`src/rtl/core/rotation_matrix_to_rpy_assert.svh`:
```
// assertion macros used by the rpy conversion rtl
// no dependencies; included by rotation_matrix_to_rpy, which checks its own behavior
`ifndef ROTATION_MATRIX_TO_RPY_ASSERT_SVH
`define ROTATION_MATRIX_TO_RPY_ASSERT_SVH

// implication check, disabled while in reset
`define RMR_ASSERT_IMPL(lbl, clk, rst, ante, cons) \
  lbl: assert property (@(posedge clk) disable iff (rst) (ante) |-> (cons)) \
    else $error("implication check failed");

// condition that must never hold outside reset
`define RMR_ASSERT_NEVER(lbl, clk, rst, cond) \
  lbl: assert property (@(posedge clk) disable iff (rst) !(cond)) \
    else $error("forbidden condition seen");

`endif

```
`src/rtl/core/rmr_pkg.sv`:
```
// shared types, constants and the arctangent table for the rpy conversion
// no dependencies
package rmr_pkg;

  localparam int DATA_WIDTH_DEF    = 16;
  localparam int CORDIC_STAGES_DEF = 16;
  localparam int ACC_W             = 64;
  localparam int ANG_W             = 32;
  localparam int ROOT_W            = 32;
  localparam int GUARD_SH          = 28;
  localparam int ATAN_ENTRIES      = 30;

  typedef logic signed [ACC_W-1:0] acc_t;
  typedef logic [ANG_W-1:0]        ang_t;
  typedef logic [ROOT_W-1:0]       root_t;
  typedef logic [ACC_W-1:0]        rem_t;

  typedef struct packed {
    logic valid;
    logic zero;
  } cell_ctl_t;

  // atan(2^-i), 2^31 = pi, rounded to nearest
  function automatic ang_t atan_entry(input int unsigned idx);
    ang_t r;
    case (idx)
      0:  r = 32'd536870912;
      1:  r = 32'd316933406;
      2:  r = 32'd167458907;
      3:  r = 32'd85004756;
      4:  r = 32'd42667331;
      5:  r = 32'd21354465;
      6:  r = 32'd10679838;
      7:  r = 32'd5340245;
      8:  r = 32'd2670163;
      9:  r = 32'd1335087;
      10: r = 32'd667544;
      11: r = 32'd333772;
      12: r = 32'd166886;
      13: r = 32'd83443;
      14: r = 32'd41722;
      15: r = 32'd20861;
      16: r = 32'd10430;
      17: r = 32'd5215;
      18: r = 32'd2608;
      19: r = 32'd1304;
      20: r = 32'd652;
      21: r = 32'd326;
      22: r = 32'd163;
      23: r = 32'd81;
      24: r = 32'd41;
      25: r = 32'd20;
      26: r = 32'd10;
      27: r = 32'd5;
      28: r = 32'd3;
      29: r = 32'd1;
      default: r = '0;
    endcase
    return r;
  endfunction

endpackage

```
`src/rtl/core/rmr_sqrt_cell.sv`:
```
// one result bit of the pipelined integer square root
// depends on rmr_pkg
module rmr_sqrt_cell import rmr_pkg::*; #(
  parameter int BIT = 0
) (
  input  logic  clk,
  input  logic  rst,
  input  logic  in_valid,
  input  rem_t  in_rem,
  input  root_t in_root,
  output logic  out_valid,
  output rem_t  out_rem,
  output root_t out_root
);

  rem_t  trial;
  rem_t  rem_next;
  root_t root_next;

  // (2*root + 2^bit) * 2^bit, root holds only bits above this one
  always_comb begin
    trial     = ({{(ACC_W-ROOT_W){1'b0}}, in_root} << (BIT + 1)) + (rem_t'(1) << (2 * BIT));
    rem_next  = in_rem;
    root_next = in_root;
    if (in_rem >= trial) begin
      rem_next  = in_rem - trial;
      root_next = in_root | (root_t'(1) << BIT);
    end
  end

  always_ff @(posedge clk) begin
    if (rst) begin
      out_valid <= 1'b0;
    end else begin
      out_valid <= in_valid;
    end
  end

  always_ff @(posedge clk) begin
    out_rem  <= rem_next;
    out_root <= root_next;
  end

endmodule

```
`config.mk`:
```
export PLATFORM = sky130hd
export DESIGN_NAME = rmr_sqrt_cell
export DESIGN_NICKNAME = d
export VERILOG_FILES = /design/src/rtl/core/rotation_matrix_to_rpy_assert.svh /design/src/rtl/core/rmr_pkg.sv /design/src/rtl/core/rmr_sqrt_cell.sv
export SDC_FILE = /design/constraint.sdc
export NUM_CORES = 1
export LEC_CHECK = 0
export BUFFER_PORTS_ARGS = -buffer_cell sky130_fd_sc_hd__buf_4
export CAP_MARGIN = 20
export CORE_UTILIZATION = 45
export CTS_CLUSTER_DIAMETER = 60
export DETAILED_ROUTE_END_ITERATION = 10
export HOLD_SLACK_MARGIN = 0.06
export PLACE_DENSITY = 0.75
export SLEW_MARGIN = 10
export SYNTH_ARGS = -nofsm -noshare
export SYNTH_HDL_FRONTEND = slang
export SYNTH_SLANG_ARGS = --single-unit
```
`constraint.sdc`:
```
create_clock -name clk -period 3.6 [get_ports clk]
set_clock_uncertainty 0.1 [all_clocks]
set_input_delay 0.72 -clock clk [delete_from_list [all_inputs] [get_ports clk]]
set_output_delay 0.72 -clock clk [all_outputs]
set_load 0.02 [all_outputs]
```
==> flow_summary.ini <==
[detailed_routing]
routed_via_density = 5.26
drt_pass1_iterations = 5
antenna_violating_nets_post_route = 0
wire_per_inst_um = 14.9
vias_after_detailed_routing = 5117
drt_iter0_markers = 179
wirelength_um = 14500
drc = 0

[global_route]
grt.overflow.total = 0
groute.usage.overall = 0.251
grt_start_max_net_pins = 32
antenna_found_initial = 0
grt_busiest_layer = met2
global_route_wire_length_before_repair_um = 23000
global_route_met3_utilization = 0.0675
globalRouteMet2Util = 0.443
met1_usage = 0.284
first_global_vias = 5145

[sta]
fmax_mhz = 290
final_hold_violation_count = 0
timing_max_transition_violations_final = 0
timing_worst_slew_pin_value_ns = 0.575
final.period_utilization = 0.956
timing.max_slew.rel_slack = 0.611
finalWorstPathRequiredPeriod_ns = 3.44
unrepaired_setup_endpoints_after_global_routing = no
fin_ws_ns = 0.157
hold-worst-slack_ns = 0.375
final-setup-viol-count = 0

[critical_path]
critical_path.cell_chain = buf_4 -> inv_1 -> ha_1 -> nand4_1 -> or2_1 -> or4_4 -> o2111ai_2 -> o31ai_4 -> a211oi_4 -> and3_1 -> nor2b_1 -> xor2_1
cp-end-kind = flop
path_class = in -> reg
cp_slowest_stage_delay_ns = 0.56
slowest_stage = or4_4
crit_path_max_fanout = 8
required_ns = 3.78
critPathLaunchType = input port
critical_path_arrival_ns = 3.62

[job]
max_cap_viol_count = 0

[placed_design]
gp_routability_congestion = 0.898
dp_hpwl_um = 11700
dp_worst_setup_slack_ns = -0.199
detailed_place.area_um2 = 7090
placement.io_buffers = 195

[synth]
seq_area_frac_synth = 0.380
synth.ff_latch_count = 97
synth_ff_type = dfxtp_1
syn_inst = 582
synthesis.area_per_instance_um2 = 8.78
number_of_flops_mapped_to_enable_cells_by_yosys = 0
yosys_synthesis_warning_count = 0
synth.net_count = 715
post_synth_num_cell_types = 58
async_reset_ff_frac = 0
post_synth_instance_area_um2 = 5110

[clocking]
cts_num_sinks = 97
cts-hold-fix-buffers = 0
cts_post_setup_buffers_inserted = 0
ctsRootBufferMaster = clkbuf_16
tritoncts = built
htreeDepth = 3
clock_pin_transition_on_the_worst_setup_and_hold_timing_paths_ns = 0.07
tritoncts.num_buffers = 9
cts_buffer_depth = 2

[floorplan]
fp.dieH_um = 109
fp.dieW_um = 109
pin_count = 196
placeableCoreArea_um2 = 10900
initial_core_util = 0.467
fp.dieArea_um2 = 11800
placement_rows = 38

[run_status]
status = complete, no violations

[cells_and_area]
post-route-util = 0.679
layout_commonest_cell = buf_4
area_growth_pct = 45.3
design_area_um2 = 7420
fin_nets = 960
fillerInstances = 923
final_cell_mix = 250 x buf_4, 97 x dfxtp_1, 68 x nand2_1
fraction_of_layout_instances_using_a_drive_strength_above_1 = 0.347
diodes = 0

[hold_path]
min_delay_startpoint = in_root[12]
hold-path-endpoint = out_root[12]
timing.hold.worst.class = in -> reg
holdPathStages = 1

[power]
leakage_power_figure_nw = 3.40
max-vdd-ir-drop_uv = 379
power-per-cell-area_nw_per_um2 = 440
[stage by stage]
stage | power [mW] | instances | setup TNS, ns
finish | 3.27 | 972 | 0
global route | 3.42 | 972 | 0
CTS | 3.28 | 972 | 0
global placement | 2.22 | 956 | -0.394
detailed placement | 2.23 | 956 | -1.21
floorplan | 1.77 | 582 | 0
[how the worst max path moves through the flow]
stage,start,to,slack [ns],depth (start not counted)
floorplan,in_root[23],out_rem[49],0.08,11
global placement,in_rem[29],out_rem[51],-0.08,11
detailed placement,in_root[27],out_rem[51],-0.20,12
CTS,in_rem[29],out_rem[51],0.15,11
global route,in_root[28],out_rem[51],0.03,12
finish,in_root[28],out_rem[51],0.16,12
[report_power, final]
group	total (mW)	leakage [nW]	internal, mW	switching, mW
clock network	1.05	0.162	0.644	0.406
logic	0.981	2.42	0.452	0.529
registers	1.24	0.818	1.20	0.0361
[worst max-delay path, delay by kind of cell]
kind / cells / cell delay, ns
and+or+nand+nor: 5 / 1.61
adders and majority gates: 1 / 0.29
buffers and inverters: 2 / 0.12
AOI/OAI and AO/OA: 3 / 0.72
xor gates and xnor gates: 1 / 0.17
[area by class of cell]
cell class	instances	area, um^2	share of cell area
timing repair buffer	250	1880	0.253
clock buffer	11	253	0.0340
multi-input combinational	428	2950	0.397
tap	140	175	0.0236
inverter	41	154	0.0207
sequential	97	1940	0.262
clock inverter	5	77.6	0.0105
[synth_stat cells, types with 3 or more instances]
cell type / instances / area (um^2)
a21boi_0: 4 / 30.0
nor3_1: 11 / 55.1
and3_1: 7 / 43.8
ha_1: 33 / 413
mux2_2: 3 / 33.8
or3_1: 4 / 25.0
nor2_1: 22 / 82.6
nand2b_1: 4 / 25.0
xnor2_1: 34 / 298
a31oi_1: 3 / 18.8
buf_2: 8 / 40.0
o211ai_1: 7 / 52.6
inv_1: 41 / 154
nor2b_1: 10 / 62.6
or4_4: 3 / 33.8
dfxtp_1: 97 / 1940
o21a_1: 7 / 52.6
nor4_2: 3 / 37.5
clkbuf_1: 5 / 18.8
nand2_1: 68 / 255
a21o_1: 8 / 60.1
a211oi_1: 5 / 37.5
nand4_1: 13 / 81.3
o21ai_0: 56 / 280
nand3_1: 7 / 35.0
xor2_1: 27 / 236
a21oi_1: 41 / 205
or4_1: 7 / 52.6
nor4_1: 4 / 25.0
o21bai_1: 4 / 30.0
[sequential cells by signal (all words and copies together), names as in the netlist]
register	count
out_valid	1
out_root	32
out_rem	64
[cells by family (layout without fill, tap and decap cells)]
| family | Yosys count | after routing | share of synthesized area |
|---|---|---|---|
| AND/OR/NAND/NOR | 180 | 180 | 0.196 |
| AO/OA/AOI/OAI | 150 | 150 | 0.183 |
| flip-flops | 97 | 97 | 0.380 |
| XOR/XNOR | 61 | 61 | 0.105 |
| buffers and inverters | 57 | 307 | 0.0456 |
| adder cells (fa/ha/maj) | 34 | 34 | 0.0848 |
| multiplexers | 3 | 3 | 0.00661 |
[per-layer routing]
layer,wire length [um],vias up
li1,-,2531
met1,5870,2326
met2,7150,222
met3,1070,38
met4,381,0
met5,0,-
[timing repair]
item                                    4_1_cts  5_1_grt
endpoints found under the hold margin         0        0
endpoints found under the setup margin        0        1
resized for setup                             0        1
Note: power is estimated with default switching activity, not from simulation.
